$ cat src/sv/mdp_pkg.sv
// shared types, character codes and result codes of the method descriptor parser
package mdp_pkg;

    localparam int unsigned CHAR_W  = 8;
    localparam int unsigned COUNT_W = 8;
    localparam int unsigned EVENT_W = 2;
    localparam int unsigned BTYPE_W = 4;
    localparam int unsigned ERR_W   = 3;

    localparam int unsigned MAX_PARAMS_DEF      = 255;
    localparam int unsigned MAX_NAME_CHARS_DEF  = 253;
    localparam int unsigned MAX_ARRAY_DEPTH_DEF = 255;
    localparam int unsigned QUEUE_DEPTH_DEF     = 4;

    // ascii codes
    localparam logic [CHAR_W-1:0] CH_OPEN  = 8'h28;  // (
    localparam logic [CHAR_W-1:0] CH_CLOSE = 8'h29;  // )
    localparam logic [CHAR_W-1:0] CH_SEMI  = 8'h3B;  // ;
    localparam logic [CHAR_W-1:0] CH_ARRAY = 8'h5B;  // [
    localparam logic [CHAR_W-1:0] CH_CLASS = 8'h4C;  // L
    localparam logic [CHAR_W-1:0] CH_VOID  = 8'h56;  // V
    localparam logic [CHAR_W-1:0] CH_B     = 8'h42;
    localparam logic [CHAR_W-1:0] CH_C     = 8'h43;
    localparam logic [CHAR_W-1:0] CH_D     = 8'h44;
    localparam logic [CHAR_W-1:0] CH_F     = 8'h46;
    localparam logic [CHAR_W-1:0] CH_I     = 8'h49;
    localparam logic [CHAR_W-1:0] CH_J     = 8'h4A;
    localparam logic [CHAR_W-1:0] CH_S     = 8'h53;
    localparam logic [CHAR_W-1:0] CH_Z     = 8'h5A;

    // character classes
    typedef logic [2:0] kind_t;
    localparam kind_t K_OPEN  = 3'd0;
    localparam kind_t K_CLOSE = 3'd1;
    localparam kind_t K_VOID  = 3'd2;
    localparam kind_t K_SEMI  = 3'd3;
    localparam kind_t K_CLASS = 3'd4;
    localparam kind_t K_ARRAY = 3'd5;
    localparam kind_t K_PRIM  = 3'd6;
    localparam kind_t K_OTHER = 3'd7;

    // classified request passed from front to back
    typedef struct packed {
        kind_t                kind;
        logic [BTYPE_W-1:0]   prim;
        logic                 eot;
    } item_t;

    // event codes
    localparam logic [EVENT_W-1:0] EV_CONT  = 2'd0;
    localparam logic [EVENT_W-1:0] EV_PARAM = 2'd1;
    localparam logic [EVENT_W-1:0] EV_RET   = 2'd2;
    localparam logic [EVENT_W-1:0] EV_ERR   = 2'd3;

    // base types
    localparam logic [BTYPE_W-1:0] BT_BYTE    = 4'd0;
    localparam logic [BTYPE_W-1:0] BT_CHAR    = 4'd1;
    localparam logic [BTYPE_W-1:0] BT_DOUBLE  = 4'd2;
    localparam logic [BTYPE_W-1:0] BT_FLOAT   = 4'd3;
    localparam logic [BTYPE_W-1:0] BT_INT     = 4'd4;
    localparam logic [BTYPE_W-1:0] BT_LONG    = 4'd5;
    localparam logic [BTYPE_W-1:0] BT_SHORT   = 4'd6;
    localparam logic [BTYPE_W-1:0] BT_BOOLEAN = 4'd7;
    localparam logic [BTYPE_W-1:0] BT_CLASS   = 4'd8;
    localparam logic [BTYPE_W-1:0] BT_VOID    = 4'd9;

    // error codes
    localparam logic [ERR_W-1:0] ERR_NONE      = 3'd0;
    localparam logic [ERR_W-1:0] ERR_NO_OPEN   = 3'd1;
    localparam logic [ERR_W-1:0] ERR_BAD_CHAR  = 3'd2;
    localparam logic [ERR_W-1:0] ERR_NAME_LONG = 3'd3;
    localparam logic [ERR_W-1:0] ERR_PARAMS    = 3'd4;
    localparam logic [ERR_W-1:0] ERR_DEEP      = 3'd5;
    localparam logic [ERR_W-1:0] ERR_TRAILING  = 3'd6;
    localparam logic [ERR_W-1:0] ERR_EARLY     = 3'd7;

endpackage

$ cat src/sv/mdp_front.sv
// front end: input handshake and character classification
module mdp_front (
    input  logic                        s_valid,
    output logic                        s_ready,
    input  logic [mdp_pkg::CHAR_W-1:0]  s_char_code,
    input  logic                        s_end_of_text,
    input  logic                        q_full,
    output logic                        q_push,
    output mdp_pkg::item_t              q_item
);

    always_comb begin
        q_item.eot  = s_end_of_text;
        q_item.prim = mdp_pkg::BT_BYTE;
        q_item.kind = mdp_pkg::K_PRIM;
        case (s_char_code)
            mdp_pkg::CH_OPEN:  q_item.kind = mdp_pkg::K_OPEN;
            mdp_pkg::CH_CLOSE: q_item.kind = mdp_pkg::K_CLOSE;
            mdp_pkg::CH_VOID:  q_item.kind = mdp_pkg::K_VOID;
            mdp_pkg::CH_SEMI:  q_item.kind = mdp_pkg::K_SEMI;
            mdp_pkg::CH_CLASS: q_item.kind = mdp_pkg::K_CLASS;
            mdp_pkg::CH_ARRAY: q_item.kind = mdp_pkg::K_ARRAY;
            mdp_pkg::CH_B:     q_item.prim = mdp_pkg::BT_BYTE;
            mdp_pkg::CH_C:     q_item.prim = mdp_pkg::BT_CHAR;
            mdp_pkg::CH_D:     q_item.prim = mdp_pkg::BT_DOUBLE;
            mdp_pkg::CH_F:     q_item.prim = mdp_pkg::BT_FLOAT;
            mdp_pkg::CH_I:     q_item.prim = mdp_pkg::BT_INT;
            mdp_pkg::CH_J:     q_item.prim = mdp_pkg::BT_LONG;
            mdp_pkg::CH_S:     q_item.prim = mdp_pkg::BT_SHORT;
            mdp_pkg::CH_Z:     q_item.prim = mdp_pkg::BT_BOOLEAN;
            default:           q_item.kind = mdp_pkg::K_OTHER;
        endcase
    end

    assign s_ready = ~q_full;
    assign q_push  = s_valid & ~q_full;

endmodule

$ cat src/sv/mdp_queue.sv
// small fifo of classified requests between front and back
module mdp_queue #(
    parameter int unsigned DEPTH = mdp_pkg::QUEUE_DEPTH_DEF
) (
    input  logic            aclk,
    input  logic            aresetn,
    input  logic            push,
    input  mdp_pkg::item_t  push_item,
    output logic            full,
    input  logic            pop,
    output logic            not_empty,
    output mdp_pkg::item_t  head_item
);

    localparam int unsigned PTR_W = (DEPTH > 1) ? $clog2(DEPTH) : 1;
    localparam int unsigned CNT_W = $clog2(DEPTH + 1);

    mdp_pkg::item_t     mem [DEPTH];
    logic [PTR_W-1:0]   wr_ptr_reg, wr_ptr_next;
    logic [PTR_W-1:0]   rd_ptr_reg, rd_ptr_next;
    logic [CNT_W-1:0]   count_reg, count_next;
    logic               do_push, do_pop;

    assign full      = (count_reg == CNT_W'(DEPTH));
    assign not_empty = (count_reg != '0);
    assign head_item = mem[rd_ptr_reg];
    assign do_push   = push & ~full;
    assign do_pop    = pop & not_empty;

    always_comb begin
        wr_ptr_next = wr_ptr_reg;
        rd_ptr_next = rd_ptr_reg;
        count_next  = count_reg;
        if (do_push) begin
            wr_ptr_next = (wr_ptr_reg == PTR_W'(DEPTH - 1)) ? '0 : wr_ptr_reg + 1'b1;
        end
        if (do_pop) begin
            rd_ptr_next = (rd_ptr_reg == PTR_W'(DEPTH - 1)) ? '0 : rd_ptr_reg + 1'b1;
        end
        if (do_push && !do_pop) begin
            count_next = count_reg + 1'b1;
        end else if (do_pop && !do_push) begin
            count_next = count_reg - 1'b1;
        end
    end

    always_ff @(posedge aclk) begin
        if (!aresetn) begin
            wr_ptr_reg <= '0;
            rd_ptr_reg <= '0;
            count_reg  <= '0;
        end else begin
            wr_ptr_reg <= wr_ptr_next;
            rd_ptr_reg <= rd_ptr_next;
            count_reg  <= count_next;
        end
    end

    always_ff @(posedge aclk) begin
        if (do_push) begin
            mem[wr_ptr_reg] <= push_item;
        end
    end

endmodule

$ cat src/sv/mdp_back.sv
// back end: grammar state machine, counters and result register
module mdp_back #(
    parameter int unsigned MAX_PARAMS      = mdp_pkg::MAX_PARAMS_DEF,
    parameter int unsigned MAX_NAME_CHARS  = mdp_pkg::MAX_NAME_CHARS_DEF,
    parameter int unsigned MAX_ARRAY_DEPTH = mdp_pkg::MAX_ARRAY_DEPTH_DEF
) (
    input  logic                            aclk,
    input  logic                            aresetn,
    input  logic                            q_not_empty,
    input  mdp_pkg::item_t                  q_item,
    output logic                            q_pop,
    output logic                            m_valid,
    input  logic                            m_ready,
    output logic [mdp_pkg::EVENT_W-1:0]     m_event_res,
    output logic [mdp_pkg::BTYPE_W-1:0]     m_base_type,
    output logic [mdp_pkg::COUNT_W-1:0]     m_array_depth,
    output logic [mdp_pkg::COUNT_W-1:0]     m_param_index,
    output logic [mdp_pkg::COUNT_W-1:0]     m_name_length,
    output logic [mdp_pkg::ERR_W-1:0]       m_error_code
);

    localparam int unsigned CW = mdp_pkg::COUNT_W;

    localparam logic [2:0] PH_OPEN   = 3'd0;
    localparam logic [2:0] PH_PARAMS = 3'd1;
    localparam logic [2:0] PH_PNAME  = 3'd2;
    localparam logic [2:0] PH_RET    = 3'd3;
    localparam logic [2:0] PH_RNAME  = 3'd4;
    localparam logic [2:0] PH_DONE   = 3'd5;
    localparam logic [2:0] PH_ERR    = 3'd6;

    localparam logic [CW-1:0] LIM_PARAMS = CW'(MAX_PARAMS);
    localparam logic [CW-1:0] LIM_NAME   = CW'(MAX_NAME_CHARS);
    localparam logic [CW-1:0] LIM_DEPTH  = CW'(MAX_ARRAY_DEPTH);

    logic [2:0]                     phase_reg, phase_next;
    logic [CW-1:0]                  bracket_reg, bracket_next;
    logic [CW-1:0]                  pcount_reg, pcount_next;
    logic [CW-1:0]                  nlen_reg, nlen_next;
    logic [mdp_pkg::ERR_W-1:0]      held_reg, held_next;

    logic                           out_valid_reg;
    logic [mdp_pkg::EVENT_W-1:0]    ev_reg, ev_next;
    logic [mdp_pkg::BTYPE_W-1:0]    bt_reg, bt_next;
    logic [CW-1:0]                  depth_reg, depth_next;
    logic [CW-1:0]                  idx_reg, idx_next;
    logic [CW-1:0]                  len_reg, len_next;
    logic [mdp_pkg::ERR_W-1:0]      err_reg, err_next;

    logic                           is_ret, do_type, do_name, do_finish, do_fail;
    logic [mdp_pkg::BTYPE_W-1:0]    fin_bt;
    logic [CW-1:0]                  fin_len;
    logic [mdp_pkg::ERR_W-1:0]      fail_code;

    assign q_pop  = q_not_empty & (~out_valid_reg | m_ready);
    assign is_ret = (phase_reg == PH_RET) || (phase_reg == PH_RNAME);

    always_comb begin
        phase_next   = phase_reg;
        bracket_next = bracket_reg;
        pcount_next  = pcount_reg;
        nlen_next    = nlen_reg;
        held_next    = held_reg;
        ev_next      = mdp_pkg::EV_CONT;
        bt_next      = '0;
        depth_next   = '0;
        idx_next     = '0;
        len_next     = '0;
        err_next     = mdp_pkg::ERR_NONE;
        do_type      = 1'b0;
        do_name      = 1'b0;
        do_finish    = 1'b0;
        do_fail      = 1'b0;
        fin_bt       = '0;
        fin_len      = '0;
        fail_code    = mdp_pkg::ERR_NONE;

        case (phase_reg)
            PH_OPEN: begin
                if (q_item.kind == mdp_pkg::K_OPEN) begin
                    phase_next = PH_PARAMS;
                end else begin
                    do_fail   = 1'b1;
                    fail_code = mdp_pkg::ERR_NO_OPEN;
                end
            end
            PH_PARAMS: begin
                if (q_item.kind == mdp_pkg::K_CLOSE) begin
                    if (bracket_reg != '0) begin
                        do_fail   = 1'b1;
                        fail_code = mdp_pkg::ERR_BAD_CHAR;
                    end else begin
                        phase_next = PH_RET;
                    end
                end else begin
                    do_type = 1'b1;
                end
            end
            PH_RET: begin
                if (q_item.kind == mdp_pkg::K_VOID) begin
                    if (bracket_reg != '0) begin
                        do_fail   = 1'b1;
                        fail_code = mdp_pkg::ERR_BAD_CHAR;
                    end else begin
                        do_finish = 1'b1;
                        fin_bt    = mdp_pkg::BT_VOID;
                    end
                end else begin
                    do_type = 1'b1;
                end
            end
            PH_PNAME, PH_RNAME: begin
                do_name = 1'b1;
            end
            PH_DONE: begin
                do_fail   = 1'b1;
                fail_code = mdp_pkg::ERR_TRAILING;
            end
            default: begin
                phase_next = PH_ERR;
                ev_next    = mdp_pkg::EV_ERR;
                err_next   = held_reg;
            end
        endcase

        // start of a field type
        if (do_type) begin
            if (q_item.kind == mdp_pkg::K_PRIM) begin
                do_finish = 1'b1;
                fin_bt    = q_item.prim;
            end else if (q_item.kind == mdp_pkg::K_ARRAY) begin
                if (bracket_reg >= LIM_DEPTH) begin
                    do_fail   = 1'b1;
                    fail_code = mdp_pkg::ERR_DEEP;
                end else begin
                    bracket_next = bracket_reg + 1'b1;
                end
            end else if (q_item.kind == mdp_pkg::K_CLASS) begin
                nlen_next  = '0;
                phase_next = is_ret ? PH_RNAME : PH_PNAME;
            end else begin
                do_fail   = 1'b1;
                fail_code = mdp_pkg::ERR_BAD_CHAR;
            end
        end

        // class name bytes up to the semicolon
        if (do_name) begin
            if (q_item.kind == mdp_pkg::K_SEMI) begin
                if (nlen_reg == '0) begin
                    do_fail   = 1'b1;
                    fail_code = mdp_pkg::ERR_BAD_CHAR;
                end else begin
                    do_finish = 1'b1;
                    fin_bt    = mdp_pkg::BT_CLASS;
                    fin_len   = nlen_reg;
                end
            end else if (nlen_reg >= LIM_NAME) begin
                do_fail   = 1'b1;
                fail_code = mdp_pkg::ERR_NAME_LONG;
            end else begin
                nlen_next = nlen_reg + 1'b1;
            end
        end

        // a type is complete
        if (do_finish) begin
            if (!is_ret && (pcount_reg >= LIM_PARAMS)) begin
                do_fail   = 1'b1;
                fail_code = mdp_pkg::ERR_PARAMS;
            end else begin
                ev_next      = is_ret ? mdp_pkg::EV_RET : mdp_pkg::EV_PARAM;
                bt_next      = fin_bt;
                depth_next   = bracket_reg;
                idx_next     = is_ret ? '0 : pcount_reg;
                len_next     = fin_len;
                phase_next   = is_ret ? PH_DONE : PH_PARAMS;
                pcount_next  = is_ret ? pcount_reg : pcount_reg + 1'b1;
                bracket_next = '0;
                nlen_next    = '0;
            end
        end

        if (do_fail) begin
            phase_next = PH_ERR;
            held_next  = fail_code;
            ev_next    = mdp_pkg::EV_ERR;
            err_next   = fail_code;
        end

        // end of text: report an early end unless finished or failed, and return to reset state
        if (q_item.eot) begin
            if (phase_next != PH_DONE && phase_next != PH_ERR) begin
                ev_next    = mdp_pkg::EV_ERR;
                bt_next    = '0;
                depth_next = '0;
                idx_next   = '0;
                len_next   = '0;
                err_next   = mdp_pkg::ERR_EARLY;
            end
            phase_next   = PH_OPEN;
            bracket_next = '0;
            pcount_next  = '0;
            nlen_next    = '0;
            held_next    = mdp_pkg::ERR_NONE;
        end
    end

    always_ff @(posedge aclk) begin
        if (!aresetn) begin
            phase_reg     <= PH_OPEN;
            bracket_reg   <= '0;
            pcount_reg    <= '0;
            nlen_reg      <= '0;
            held_reg      <= mdp_pkg::ERR_NONE;
            out_valid_reg <= 1'b0;
        end else begin
            if (q_pop) begin
                phase_reg     <= phase_next;
                bracket_reg   <= bracket_next;
                pcount_reg    <= pcount_next;
                nlen_reg      <= nlen_next;
                held_reg      <= held_next;
                out_valid_reg <= 1'b1;
            end else if (m_ready) begin
                out_valid_reg <= 1'b0;
            end
        end
    end

    always_ff @(posedge aclk) begin
        if (q_pop) begin
            ev_reg    <= ev_next;
            bt_reg    <= bt_next;
            depth_reg <= depth_next;
            idx_reg   <= idx_next;
            len_reg   <= len_next;
            err_reg   <= err_next;
        end
    end

    assign m_valid       = out_valid_reg;
    assign m_event_res   = ev_reg;
    assign m_base_type   = bt_reg;
    assign m_array_depth = depth_reg;
    assign m_param_index = idx_reg;
    assign m_name_length = len_reg;
    assign m_error_code  = err_reg;

endmodule

$ cat src/sv/method_descriptor_parser.sv
// top level of the method descriptor parser
//
//  channel   direction  handshake          payload
//  s_        in         s_valid / s_ready  s_char_code, s_end_of_text
//  m_        out        m_valid / m_ready  m_event_res, m_base_type, m_array_depth,
//                                          m_param_index, m_name_length, m_error_code
//
// one request per cycle sustained while m_ready stays high; each character gives exactly one result
// with an empty queue a request is written into the fifo at the accepting edge
// and from there into the result register, which raises m_valid
// aresetn is synchronous, active low; it clears the grammar state, counters and queue
// the front stalls only when the queue is full, the back only when a result waits
// on m_ready, so either side may stall without blocking the other at once
module method_descriptor_parser #(
    parameter int unsigned MAX_PARAMS      = mdp_pkg::MAX_PARAMS_DEF,
    parameter int unsigned MAX_NAME_CHARS  = mdp_pkg::MAX_NAME_CHARS_DEF,
    parameter int unsigned MAX_ARRAY_DEPTH = mdp_pkg::MAX_ARRAY_DEPTH_DEF,
    parameter int unsigned QUEUE_DEPTH     = mdp_pkg::QUEUE_DEPTH_DEF
) (
    input  logic                            aclk,
    input  logic                            aresetn,
    // input characters
    input  logic                            s_valid,
    output logic                            s_ready,
    input  logic [mdp_pkg::CHAR_W-1:0]      s_char_code,
    input  logic                            s_end_of_text,
    // results
    output logic                            m_valid,
    input  logic                            m_ready,
    output logic [mdp_pkg::EVENT_W-1:0]     m_event_res,
    output logic [mdp_pkg::BTYPE_W-1:0]     m_base_type,
    output logic [mdp_pkg::COUNT_W-1:0]     m_array_depth,
    output logic [mdp_pkg::COUNT_W-1:0]     m_param_index,
    output logic [mdp_pkg::COUNT_W-1:0]     m_name_length,
    output logic [mdp_pkg::ERR_W-1:0]       m_error_code
);

    // classified request travelling from the front to the back
    mdp_pkg::item_t front_item;
    mdp_pkg::item_t head_item;
    logic           q_push;
    logic           q_full;
    logic           q_pop;
    logic           q_not_empty;

    // front: handshake and character classification, no state of its own
    mdp_front u_front (
        .s_valid       (s_valid),
        .s_ready       (s_ready),
        .s_char_code   (s_char_code),
        .s_end_of_text (s_end_of_text),
        .q_full        (q_full),
        .q_push        (q_push),
        .q_item        (front_item)
    );

    // decoupling queue
    mdp_queue #(
        .DEPTH (QUEUE_DEPTH)
    ) u_queue (
        .aclk      (aclk),
        .aresetn   (aresetn),
        .push      (q_push),
        .push_item (front_item),
        .full      (q_full),
        .pop       (q_pop),
        .not_empty (q_not_empty),
        .head_item (head_item)
    );

    // back: grammar phases, bracket/parameter/name counters, result register
    mdp_back #(
        .MAX_PARAMS      (MAX_PARAMS),
        .MAX_NAME_CHARS  (MAX_NAME_CHARS),
        .MAX_ARRAY_DEPTH (MAX_ARRAY_DEPTH)
    ) u_back (
        .aclk          (aclk),
        .aresetn       (aresetn),
        .q_not_empty   (q_not_empty),
        .q_item        (head_item),
        .q_pop         (q_pop),
        .m_valid       (m_valid),
        .m_ready       (m_ready),
        .m_event_res   (m_event_res),
        .m_base_type   (m_base_type),
        .m_array_depth (m_array_depth),
        .m_param_index (m_param_index),
        .m_name_length (m_name_length),
        .m_error_code  (m_error_code)
    );

endmodule

$ cat config.mk
export PLATFORM = sky130hd
export DESIGN_NAME = method_descriptor_parser
export DESIGN_NICKNAME = d
export VERILOG_FILES = /design/src/sv/mdp_pkg.sv /design/src/sv/mdp_front.sv /design/src/sv/mdp_queue.sv /design/src/sv/mdp_back.sv /design/src/sv/method_descriptor_parser.sv
export SDC_FILE = /design/constraint.sdc
export NUM_CORES = 1
export LEC_CHECK = 0
export ABC_AREA = 0
export BUFFER_PORTS_ARGS = -buffer_cell sky130_fd_sc_hd__buf_2
export CORE_AREA = 4 4 99 101
export CTS_CLUSTER_SIZE = 40
export DETAILED_ROUTE_END_ITERATION = 8
export DIE_AREA = 0 0 103 105
export PLACE_DENSITY = 0.79
export SYNTH_ARGS = -nofsm -noshare
export SYNTH_HDL_FRONTEND = slang
export SYNTH_SLANG_ARGS = --single-unit
$ cat constraint.sdc
create_clock -name aclk -period 7 [get_ports aclk]
set_clock_uncertainty 0.2 [all_clocks]
set_input_delay 1.4 -clock aclk [delete_from_list [all_inputs] [get_ports aclk]]
set_output_delay 1.4 -clock aclk [all_outputs]
set_load 0.05 [all_outputs]
* After elaboration in Yosys (flattened, before gate mapping) *
Memory sizes are Yosys's and may differ from the RTL's. A register that Yosys moved wholly into a read port is not among the register bits.
Cells that the tools add are included.

cells by class
  shift-type cells = 0
  multiply operators = 0
  div/mod/pow operators = 0
  mux-type cells = 132
  add/sub/neg operators = 7
  reductions and logical operators = 23
  equality and inequality tests = 32
  bitwise operators = 7
  $lt $le $gt $ge = 3

operators with widths
  operator             count
  $mux 8               37
  $mux 3               34
  $eq 8x7->1 const B   11
  $mux 4               12
  $pmux 3 s7           2
  $mux 1               31
  $add 8x1->8 const B  3
  $eq 8x6->1 const B   3
  $ge 8x8->1 const B   3
  $mux 2               12
  $eq 3x3->1 const B   6
  $eq 3x2->1 const B   4
  $pmux 3 s4           1
  $pmux 3 s3           1
  $logic_not 8->1      1
  $reduce_bool 2->1    4
  $reduce_bool 8->1    1
  $reduce_or 8->1      1
  $eq 3x1->1 const B   2
  $logic_not 3->1      2
  $ne 3x3->1 const B   2
  $reduce_or 6->1      1
  $add 2x1->2 const B  2
  $and 1x1->1          4
  16 further kinds     24

word-level totals
  register bits = 71
  logic and storage cells = 220
  input bits = 13
  bits in latches = 0
  memories kept = 1
  bits in read-only memories = 0
  output and inout port bits = 35
  bits in writable memories = 28

memory list
  memory       words  bits a word  read ports  clocked after Yosys merged registers in  wr ports  line             source
  u_queue.mem  4      7            1           1                                        1         mdp_queue.sv:18  mdp_pkg::item_t mem [DEPTH];

* Longest topological paths before layout *
Gate-level depths: netlist of the first run.

  depth after elaboration = 18
  gate-level depth with buffers = 10
  gate-level depth less buffers = 10

* Cells and area by module *
Synthesis of the first run repeated with hierarchy kept, for this count alone.

second synthesis, totals
  cells, all modules = 495
  area, all modules = 5406.4 sq um

modules (own cells, without submodules)
  module     area an instance (sq um)  times used  sequential area each (sq um)  cells an instance
  mdp_back   3454.6                    1           1611.5                        351
  mdp_queue  1632.8                    1           1141.1                        93
  mdp_front  319.1                     1           0.0                           51

* Least setup slack after synthesis of the first run *
No wires, ideal clock.

  kind = input to register
  from = in m_ready
  to = reg u_back.held_reg[0] in the netlist's numbering
  data required time = 6672 ps
  library setup time = 128 ps
  path buffers = 1
  arrival = 3406 ps
  path slack = 3266 ps
  cell stages on the path = 7
  cell sequence = inv_1 -> a21o_1 -> inv_1 -> clkbuf_1 -> o41ai_1 -> a22oi_1 -> nor2_1

on the way
  cells in the longest elaborated chain, start to end = 3

ends and longest elaborated chain
  item                               line                            source
  start, declared                    method_descriptor_parser.sv:29  input logic m_ready,
  $or 1x1->1                         mdp_back.sv:55                  assign q_pop = q_not_empty & (~out_valid_reg | m_ready);
  $and 1x1->1                        mdp_back.sv:55
  net q_pop                          method_descriptor_parser.sv:43  logic q_pop;
  $reduce_and 2->1 (no source line)  -
  end signal, assigned               mdp_back.sv:215                 held_reg <= mdp_pkg::ERR_NONE;
  end signal, assigned               mdp_back.sv:223                 held_reg <= held_next;
  end, declared                      mdp_back.sv:40                  logic [mdp_pkg::ERR_W-1:0] held_reg, held_next;

The timed path passes the listed nets, and every way through them passes these cells.
A chain may end at the register's enable or synchronous reset.

==> metrics.md, run 1 <==
| Metric | Value |
|---|---|
| H-tree depth | 3 |
| Pwr Total | around 2300 uW |
| Site Rows | 35 |
| Worst setup EP type | register |
| Setup ws final | approximately 3 ns |
| Post-route DRC | 0 |
| Initial DRC count | ~260 |
| CP max stage delay | ~0.8 ns |
| Worst-Margin Slew | 1.06 ns |
| Mux contribution to synthesized area | between 3 and 4% |
| Worst-Skew Late Latency | ~0.38 ns |
| Final Max Slew Viols | 0 |
| Critical path's top delay family | compound AO/OA/AOI/OAI gates |
| Synth Area in Adders | under 10% |
| Clock sink count | 101 |
| Diodes inserted | 0 |
| Final Util | approximately 64% |
| Critical path's slowest cell | o21ai_0 |
| Synth cell types | 74 |
| Top reg by flops | u_queue.mem |
| Post-route setup TNS | 0 ns |
| Largest net degree at the start of global routing | 48 |
| Total of max-cap violations | 0 |
| Run status | completed |
| Vias per cell | 6.11 |
| Seq cells post-synth | between 100 and 150 |
| Type of the most critical hold path | reg2reg |
| Via count | about 4000 |
| Worst-path maximum fanout | 12 |
| Sequential fraction of the synthesis area | around half |
| Number of antenna-violating nets in the routed design | 0 |
| Final hold vios | 0 |
| Final min period | roughly 3.9 ns |
| CTS tree | done |
| First-pass DRT Iterations | 5 |
| Post-Syn Area | 0.00527 sq mm |
| Post-Syn Instances | approximately 510 |
| Rel. slew slack | between 20% and 30% |
| Syn Nets | between 500 and 600 |
| Commonest cells after routing, fill and taps aside | edfxtp_1, buf_2, nor2_1 |
| Postcts setup bufs | 0 |
| Avg Cell Area, Syn | 10.4 sq um |
| Crit Path Class | reg2reg |
| Largest family of logic cells by synthesized area | simple AND/OR/NAND/NOR gates |
| Longest Clk Path Bufs | 2 |
| VDD IR max | roughly 0.23 mV |
| Dominant cell type by area after synthesis | edfxtp_1 |
| Top_reg_cell synth | edfxtp_1 |
| Area contributors post-synth | edfxtp_1, dfxtp_1, ha_1 |
| CP required | 6.92 ns |
| CP arrival | roughly 3.8 ns |
| HPWL Detailed | 7820 microns |
| Total core area | 0.00902 sq mm |
| GPL Wtd Cong | just over 0.9 |
| Leakage | 0.00211 uW |
| RSZ-0062 raised after global routing | no |
| Power density of the placed cells | between 300 and 400 mW/mm^2 |
| CTS Hold Bufs | 0 |
| # setup viols final | 0 |
| Startpoint types | register |
| First-pass GRT wire length | about 18000 microns |
| Commonest non-fill, non-tap cell in the layout | edfxtp_1 |
| Place WS | between 3 and 4 ns |
| GRT Total Usage | 21.2% |
| Tcrit/Tclk final | a little under three fifths |
| Die Area | between 0.01 and 0.015 sq mm |
| Max reg flops | 28 |
| Post-CTS Resized | 0 |
| IO Port Bufs | 47 |
| Starting density of the core | 58.4% |
| Number of synthesized flops with an enable pin | approximately 60 |
| Antenna violations before repair | 0 |
| Area share of xor/xnor cells in the synthesized design | around 1.3% |
| P&R area growth vs syn | 9.77% |
| Vias in the first global route | a little under 4000 |
| Overflow after GRT | 0 |
| CTS Buf Count | 9 |
| WL per Instance | roughly 17 microns |
| CTS root buf | clkbuf_8 |
| WP buf/inv | 0 |
| Synth top area share | between 30% and 40% |
| Max Fclk | ~0.26 GHz |
| Synth Area in Compound Gates | between 10% and 20% |
| Die X | between 100 and 150 microns |
| Reg clk slew, reported paths | 0.09 ns |
| Hold WS | between 0.2 and 0.3 ns |
| Die Y | 105 microns |
| Ports | 48 |
| Final WL | roughly 11000 microns |
| Simple-gate share of the synthesized area | roughly 22% |
| Ys Warns | 0 |
| Layout cell share with drive strength beyond 1 | 15.2% |
| Worst path cell trace | mux4_2 > and3b_1 > and2_1 > o21ai_0 > a21oi_1 > o211a_4 > a311o_1 |
| Async S/R FF share, synth | 0% |
| Fin nets | between 500 and 600 |
## worst paths after layout
| check | from | endpoint | slack (ns) | depth (start not counted) |
|---|---|---|---|---|
| setup / recovery | register | u_back.m_error_code[2]$_DFFE_PP_ | 3.08 | 7 |
| hold / removal | u_back.m_valid$_SDFFE_PN0P_ | u_back.m_valid$_SDFFE_PN0P_ | 0.28 | 2 |
| setup reg to reg | register | u_back.m_error_code[2]$_DFFE_PP_ | 3.08 | 7 |
| hold reg to reg | u_back.m_valid$_SDFFE_PN0P_ | u_back.m_valid$_SDFFE_PN0P_ | 0.28 | 2 |
## where the power goes
part / switching, uW / total (uW) / leakage [uW] / internal, uW
clock network: 202 / 416 / 0.000111 / 214
registers: 71.4 / 856 / 0.000903 / 785
logic: 756 / 1040 / 0.00110 / 282
## Yosys cell counts (all sizes together) (4+ instances only)
library cell / count
and3: 24
mux4: 6
nand2b: 12
clkbuf: 18
and2: 20
nor2b: 8
nor3: 23
xor2: 4
dfxtp: 40
nor2: 43
a31oi: 6
o21a: 4
a22oi: 5
xnor2: 4
o21ai: 21
inv: 16
a211oi: 4
or3: 5
o211ai: 4
edfxtp: 61
buf: 6
nand3: 12
a21oi: 29
a311oi: 4
mux2i: 4
nand3b: 6
ha: 16
nand2: 38
## metrics by stage
step | area [sq um] | cells
finish | 5780 | 658
global route | 5780 | 658
CTS | 5780 | 658
detailed placement | 5550 | 642
global placement | 5550 | 642
floorplan | 5270 | 507
## worst register-to-register path, stage by stage, from the launching register on
cell and delay, ns:
dfxtp_1 0.61, mux4_2 0.67, and3b_1 0.26, and2_1 0.18
o21ai_0 0.82, a21oi_1 0.26, o211a_4 0.36, a311o_1 0.32
## logic make-up after synthesis
kind of cell,after synthesis
compound gates,115
xor+xnor,8
mux,11
simple gates,215
flops,101
buf+inv,40
fa+ha+maj,17
## routing by layer
layer	GRT usage [%]	vias up	wire, microns
li1	-	1975	-
met2	35.0	114	5390
met1	27.8	1910	4710
met5	0	-	0
met3	3.67	23	574
met4	7.31	0	206
## final cells by class
cell class                 count  area (sq um)
clock buffer                  10           138
clock inverter                 6          95.1
fill                         727          3240
inverter                      16          60.1
multi-input combinational    366          2470
sequential                   101          2630
tap                          111           139
timing repair buffer          48           243
Note: power is estimated with default switching activity, not from simulation.
==> run 2, diff against run 1 <==
Clock period 7 ns to 4.1 ns, I/O delays scaled along.
==> run 2 against run 1 <==
Setup slack got worse by 2.7 ns. Register-to-register slack got worse by 2.7 ns. Final area is 0.11% higher. Count of clock-buffer cells in the layout fell by 1. Global-route usage down 0.15 points. Combinational power up 73%. Via count increased by 0.55%. First-iteration DRC count rose by 6.7%. Critical endpoint is now u_back.m_name_length[7]$_DFFE_PP_. Largest power group unchanged.
==> metrics.md, run 2 (synthesis gave the netlist of run 1 again) <==
| Metric | Value |
|---|---|
| WL per Instance | 16.6 microns (was 16.5 microns) |
| Layout cell share with drive strength beyond 1 | 16.2% (was 15.2%) |
| Largest net degree at the start of global routing | 48 (unchanged) |
| Worst-Margin Slew | 0.897 ns (was 1.06 ns) |
| CP required | 4.12 ns (was 6.92 ns) |
| Worst-Skew Late Latency | 0.37 ns (was 0.38 ns) |
| RSZ-0062 raised after global routing | no (unchanged) |
| Max reg flops | 28 (unchanged) |
| Worst-path maximum fanout | 16 (was 12) |
| Total core area | 0.00902 sq mm (unchanged) |
| First-pass GRT wire length | 18100 microns (was 18300 microns) |
| Longest Clk Path Bufs | 2 (unchanged) |
| Site Rows | 35 (unchanged) |
| Fin nets | 579 (was 572) |
| Max Fclk | 0.267 GHz (was 0.255 GHz) |
| Rel. slew slack | 40.0% (was 29.1%) |
| Commonest non-fill, non-tap cell in the layout | edfxtp_1 (unchanged) |
| Via count | 4044 (was 4022) |
| Top reg by flops | u_queue.mem (unchanged) |
| Tcrit/Tclk final | 91.4% (was 56.0%) |
| HPWL Detailed | 7920 microns (was 7820 microns) |
| H-tree depth | 3 (unchanged) |
| Run status | completed (unchanged) |
| Die X | 103 microns (unchanged) |
| Pwr Total | 3870 uW (was 2310 uW) |
| Final min period | 3.75 ns (was 3.92 ns) |
| Crit Path Class | reg2reg (unchanged) |
| # setup viols final | 0 (unchanged) |
| Total of max-cap violations | 0 (unchanged) |
| Critical path's top delay family | compound AO/OA/AOI/OAI gates (unchanged) |
| Overflow after GRT | 0 (unchanged) |
| IO Port Bufs | 47 (unchanged) |
| Critical path's slowest cell | a221oi_1 (was o21ai_0) |
| Antenna violations before repair | 0 (unchanged) |
| WP buf/inv | 0 (unchanged) |
| Inst Count DP | 649 (was 642) |
| Final Max Slew Viols | 0 (unchanged) |
| Worst setup EP type | register (unchanged) |
| Post-CTS Resized | 0 (unchanged) |
| Commonest cells after routing, fill and taps aside | edfxtp_1, buf_2, nor2_1 (unchanged) |
| First-pass DRT Iterations | 5 (unchanged) |
| Final hold vios | 0 (unchanged) |
| Leakage | 0.00213 uW (was 0.00211 uW) |
| Reg clk slew, reported paths | 0.11 ns (was 0.09 ns) |
| Final WL | 11000 microns (was 10900 microns) |
| Vias per cell | 6.08 (was 6.11) |
| Post-route setup TNS | 0 ns (unchanged) |
| CP arrival | 3.77 ns (was 3.84 ns) |
| Number of antenna-violating nets in the routed design | 0 (unchanged) |
| Post-route DRC | 0 (unchanged) |
| CTS tree | done (unchanged) |
| Place WS | 0.386 ns (was 3.09 ns) |
| Power density of the placed cells | 668 mW/mm^2 (was 400 mW/mm^2) |
| Final instance area | 0.00579 sq mm (was 0.00578 sq mm) |
| Initial DRC count | 272 (was 255) |
| Die Y | 105 microns (unchanged) |
| Starting density of the core | 58.4% (unchanged) |
| Ports | 48 (unchanged) |
| Finished Layout Cells | 665 (was 658) |
| Setup ws final | 0.355 ns (was 3.08 ns) |
| Startpoint types | register (unchanged) |
| Diodes inserted | 0 (unchanged) |
| Clock sink count | 101 (unchanged) |
| CTS root buf | clkbuf_8 (unchanged) |
| CTS Buf Count | 9 (unchanged) |
| CTS Hold Bufs | 0 (unchanged) |
| Worst path cell trace | mux4_2 > nand2b_1 > o211ai_1 > a221oi_1 > nor3_4 > a21oi_2 > and3_1 (was mux4_2 > and3b_1 > and2_1 > o21ai_0 > a21oi_1 > o211a_4 > a311o_1) |
| DP Area | 0.00560 sq mm (was 0.00555 sq mm) |
| P&R area growth vs syn | 9.89% (was 9.77%) |
| GPL Wtd Cong | 0.905 (was 0.906) |
| GRT Total Usage | 21.0% (was 21.2%) |
| Vias in the first global route | 3779 (was 3855) |
| Postcts setup bufs | 0 (unchanged) |
| CP max stage delay | 0.68 ns (was 0.82 ns) |
| Type of the most critical hold path | reg2reg (unchanged) |
| VDD IR max | 0.413 mV (was 0.234 mV) |
| Die Area | 0.0108 sq mm (unchanged) |
[run 2: worst paths after layout]
| check | slack [ns] | to | start | depth (start not counted) |
|---|---|---|---|---|
| worst min-delay path | 0.28 | u_back.m_valid$_SDFFE_PN0P_ | u_back.m_valid$_SDFFE_PN0P_ | 2 |
| worst min register to register | 0.28 | u_back.m_valid$_SDFFE_PN0P_ | u_back.m_valid$_SDFFE_PN0P_ | 2 |
| worst max register to register | 0.35 | u_back.m_name_length[7]$_DFFE_PP_ | register | 7 |
| worst max-delay path | 0.35 | u_back.m_name_length[7]$_DFFE_PP_ | register | 7 |
[run 2: layer usage]
layer	track usage, %	routed length (microns)	up-vias
met5	0	0	-
met1	27.7	4780	1911
li1	-	-	1989
met4	6.29	176	0
met3	3.87	617	18
met2	35.0	5460	126
[run 2: where the power goes]
group	internal (uW)	switching, uW
clock	236	369
combinational	498	1300
sequential	1340	119
[run 2: metrics by stage]
stage | utilization (%) | hold slack, ns
final | 64.1 | 0.281
after global placement | 62.1 | 0.254
after detailed placement | 62.1 | 0.272
after CTS | 64.1 | 0.288
after floorplan | - | 0.254
after global routing | 64.1 | 0.330
[run 2: final cells by class]
cell class	count	area (sq um)
well taps	111	139
clock inverters	7	62.6
clock buffers	9	124
flip-flops and latches	101	2630
multi-input cells	366	2470
repair buffers	55	295
inverters	16	60.1
fillers	742	3240
[run 2: tightest hold or removal path, cell delays in order, from the launching register on]
cell     delay (ns)
dfxtp_1        0.34
nand2_1        0.05
a21oi_1        0.05
==> run 3, diff against run 2 <==
Settings changed: ABC_AREA 0 to 1, CORE_AREA 4 4 99 101 to 4 4 102 104, DIE_AREA 0 0 103 105 to 0 0 106 108, SETUP_SLACK_MARGIN set to 0.3.
==> run 3 against run 2 <==
Global-route usage increased by 1.3 points. Wire length increased by 11%. Hold slack got worse by 0.012 ns. Flip-flop and latch count unchanged. Synthesized cell count increased by 29%. Critical path depth increased by 8. Largest cell class unchanged. Total power increased by 10%. Sequential power about the same.
==> metrics.md, run 3 <==
| Metric | Value |
|---|---|
| Area contributors post-synth | edfxtp_1, dfxtp_1, nand2_1 (was edfxtp_1, dfxtp_1, ha_1) |
| Via count | 4690 (was 4044) |
| Clk pwr share | 16.1% (was 15.6%) |
| Site Rows | 36 (was 35) |
| Min-delay src | u_back.held_reg[1]$_SDFFE_PN0P_ (was u_back.m_valid$_SDFFE_PN0P_) |
| Post-Syn Instances | 652 (was 507) |
| GRT Total Usage | 22.4% (was 21.0%) |
| Synth cell types | 47 (was 74) |
| Longest Clk Path Bufs | 2 (unchanged) |
| Initial DRC count | 270 (was 272) |
| Post-Syn Area | 0.00564 sq mm (was 0.00527 sq mm) |
| Commonest cells in the netlist | nand2_1, inv_1, edfxtp_1, nor2_1, a21oi_1 (was edfxtp_1, nor2_1, dfxtp_1, nand2_1, a21oi_1) |
| Final min period | 3.13 ns (was 3.75 ns) |
| Power density of the placed cells | 689 mW/mm^2 (was 668 mW/mm^2) |
| Rel. slew slack | 46.4% (was 40.0%) |
| Worst-Skew Late Latency | 0.38 ns (was 0.37 ns) |
| Diodes inserted | 0 (unchanged) |
| Sequential fraction of the synthesis area | 46.7% (was 50.0%) |
| Crit Path Class | reg2reg (unchanged) |
| Type of the most critical hold path | reg2reg (unchanged) |
| Vias per cell | 5.60 (was 6.08) |
| CTS Buf Count | 9 (unchanged) |
| Setup ws final | 0.973 ns (was 0.355 ns) |
| HPWL Detailed | 8740 microns (was 7920 microns) |
| Reg2reg setup slack | 0.97 ns (was 0.35 ns) |
| WL per Instance | 14.6 microns (was 16.6 microns) |
| Place WS | 0.994 ns (was 0.386 ns) |
| Pint | 2160 uW (was 2070 uW) |
| Syn Nets | 682 (was 537) |
| Worst-path maximum fanout | 22 (was 16) |
| Worst path cell trace | inv_4 > nand2_1 > nand3_2 > nand2_4 > nor2_1 > nand4_1 > nand3_2 > nand2_4 > nor2_8 > inv_4 > nand2_1 > nand2_2 > nand3_4 > nand2_2 > nand2_1 (was mux4_2 > nand2b_1 > o211ai_1 > a221oi_1 > nor3_4 > a21oi_2 > and3_1) |
| Postcts setup bufs | 0 (unchanged) |
| Commonest non-fill, non-tap cell in the layout | nand2_1 (was edfxtp_1) |
| Grt met1 use | 26.2% (was 27.7%) |
| Routing usage on met3 | 3.46% (was 3.87%) |
| Tcrit/Tclk final | 76.3% (was 91.4%) |
| Post-CTS Resized | 0 (unchanged) |
| Sw frac | 49.2% (was 46.3%) |
| Post-route setup TNS | 0 ns (unchanged) |
| Final hold vios | 0 (unchanged) |
| Largest net degree at the start of global routing | 42 (was 48) |
| First-pass DRT Iterations | 5 (unchanged) |
| Startpoint types | register (unchanged) |
| Critical path's top delay family | simple AND/OR/NAND/NOR gates (was compound AO/OA/AOI/OAI gates) |
| GPL Wtd Cong | 0.945 (was 0.905) |
| Psw | 2090 uW (was 1790 uW) |
| Worst-Margin Slew | 0.804 ns (was 0.897 ns) |
| Leakage | 0.00240 uW (was 0.00213 uW) |
| Run status | completed (unchanged) |
| # setup viols final | 0 (unchanged) |
| Post-route DRC | 0 (unchanged) |
| Total of max-cap violations | 0 (unchanged) |
| CP max stage delay | 0.66 ns (was 0.68 ns) |
| RSZ-0062 raised after global routing | no (unchanged) |
| Top reg by flops | u_queue.mem (unchanged) |
| Seq cells post-synth | 101 (unchanged) |
| Top-count cell post-synth | nand2_1 (was edfxtp_1) |
| First-pass GRT wire length | 20600 microns (was 18100 microns) |
| CTS root buf | clkbuf_8 (unchanged) |
| Critical path's slowest cell | dfxtp_1 (was a221oi_1) |
| P&R area growth vs syn | 9.47% (was 9.89%) |
| H-tree depth | 3 (unchanged) |
| Ports | 48 (unchanged) |
| IO Port Bufs | 47 (unchanged) |
| Commonest cells after routing, fill and taps aside | nand2_1, inv_1, edfxtp_1 (was edfxtp_1, buf_2, nor2_1) |
| CTS tree | done (unchanged) |
| Met2 Resource Use GR | 39.9% (was 35.0%) |
| WP buf/inv | 2 (was 0) |
| Overflow after GRT | 0 (unchanged) |
| Clock sink count | 101 (unchanged) |
| Synth top area share | 32.5% (was 34.8%) |
| Dominant cell type by area after synthesis | edfxtp_1 (unchanged) |
| Final Max Slew Viols | 0 (unchanged) |
| Starting density of the core | 59.1% (was 58.4%) |
| Number of synthesized flops with an enable pin | 61 (unchanged) |
| Die X | 106 microns (was 103 microns) |
| Async S/R FF share, synth | 0% (unchanged) |
| CP arrival | 3.06 ns (was 3.77 ns) |
| Total core area | 0.00955 sq mm (was 0.00902 sq mm) |
| Die Area | 0.0114 sq mm (was 0.0108 sq mm) |
| Number of antenna-violating nets in the routed design | 0 (unchanged) |
| Worst setup EP type | register (unchanged) |
| Fin nets | 729 (was 579) |
| Max Fclk | 0.320 GHz (was 0.267 GHz) |
| Reg clk slew, reported paths | 0.09 ns (was 0.11 ns) |
| CTS Hold Bufs | 0 (unchanged) |
| Flop pwr share | 34.7% (was 37.7%) |
| Ys Warns | 0 (unchanged) |
| Busiest grt layer | met2 (unchanged) |
| Antenna violations before repair | 0 (unchanged) |
| Layout cell share with drive strength beyond 1 | 20.3% (was 16.2%) |
| Avg Cell Area, Syn | 8.65 sq um (was 10.4 sq um) |
| CP required | 4.03 ns (was 4.12 ns) |
| VDD IR max | 0.488 mV (was 0.413 mV) |
| Most used cell, CP | nand2_1 |
| Die Y | 108 microns (was 105 microns) |
| Final WL | 12300 microns (was 11000 microns) |
| Top_reg_cell synth | edfxtp_1 (unchanged) |
| Combinational share of power | 49.2% (was 46.6%) |
| Vias in the first global route | 4557 (was 3779) |
| Max reg flops | 28 (unchanged) |
## run 3: worst register-to-register path, cell delays in order, from the launching register on
cell and delay, ns:
dfxtp_1 0.66, inv_4 0.18, nand2_1 0.14, nand3_2 0.09, nand2_4 0.13, nor2_1 0.07, nand4_1 0.13, nand3_2 0.16
nand2_4 0.15, nor2_8 0.06, inv_4 0.10, nand2_1 0.07, nand2_2 0.09, nand3_4 0.34, nand2_2 0.23, nand2_1 0.08
## run 3: path summary, 6_finish.rpt
| path | endpoint | depth (start not counted) |
|---|---|---|
| max reg2reg | u_back.m_event_res[0]$_DFFE_PP_ | 15 |
| max | u_back.m_event_res[0]$_DFFE_PP_ | 15 |
| min reg2reg | u_back.held_reg[1]$_SDFFE_PN0P_ | 2 |
| min | u_back.held_reg[1]$_SDFFE_PN0P_ | 2 |
## run 3: cells by family after synthesis
family	Yosys count	synth area share, %
buf+inv	96	7.78
compound gates	120	13.5
xor+xnor	5	0.776
simple gates	313	27.4
flops	101	46.7
fa+ha+maj	17	3.90
## run 3: cell type report
| class | instances | area [sq um] |
|---|---|---|
| fill | 786 | 3370 |
| sequential | 101 | 2630 |
| multi-input combinational | 455 | 2590 |
| inverter | 81 | 309 |
| timing repair buffer | 51 | 265 |
| tap | 133 | 166 |
| clock buffer | 10 | 128 |
| clock inverter | 6 | 85.1 |
## run 3: power by group through the flow
stage	logic, uW	clock network (uW)	registers, uW
finish	2100	685	1480
detailed placement	2090	0	1500
CTS	2100	696	1480
global route	2270	742	1500
global placement	2020	0	1490
floorplan	1230	0	2030
## run 3: stage by stage
| stage | total power [uW] | utilization, % | area [sq um] | cells | hold slack (ns) |
|---|---|---|---|---|---|
| 3_3_place_gp | 3510 | 62.5 | 5960 | 821 | 0.249 |
| 4_1_cts | 4270 | 64.7 | 6180 | 837 | 0.272 |
| 2_1_floorplan | 3250 | - | 5650 | 652 | 0.240 |
| 6_report | 4260 | 64.7 | 6180 | 837 | 0.269 |
| 5_1_grt | 4510 | 64.7 | 6180 | 837 | 0.279 |
| 3_5_place_dp | 3590 | 62.5 | 5960 | 821 | 0.258 |
## run 3: per-layer routing
| layer | wire length (microns) | part of all wire [%] |
|---|---|---|
| met1 | 4950 | 40 |
| met2 | 6280 | 51 |
| met4 | 340 | 2.8 |
| met5 | 0 | 0 |
| met3 | 691 | 5.6 |
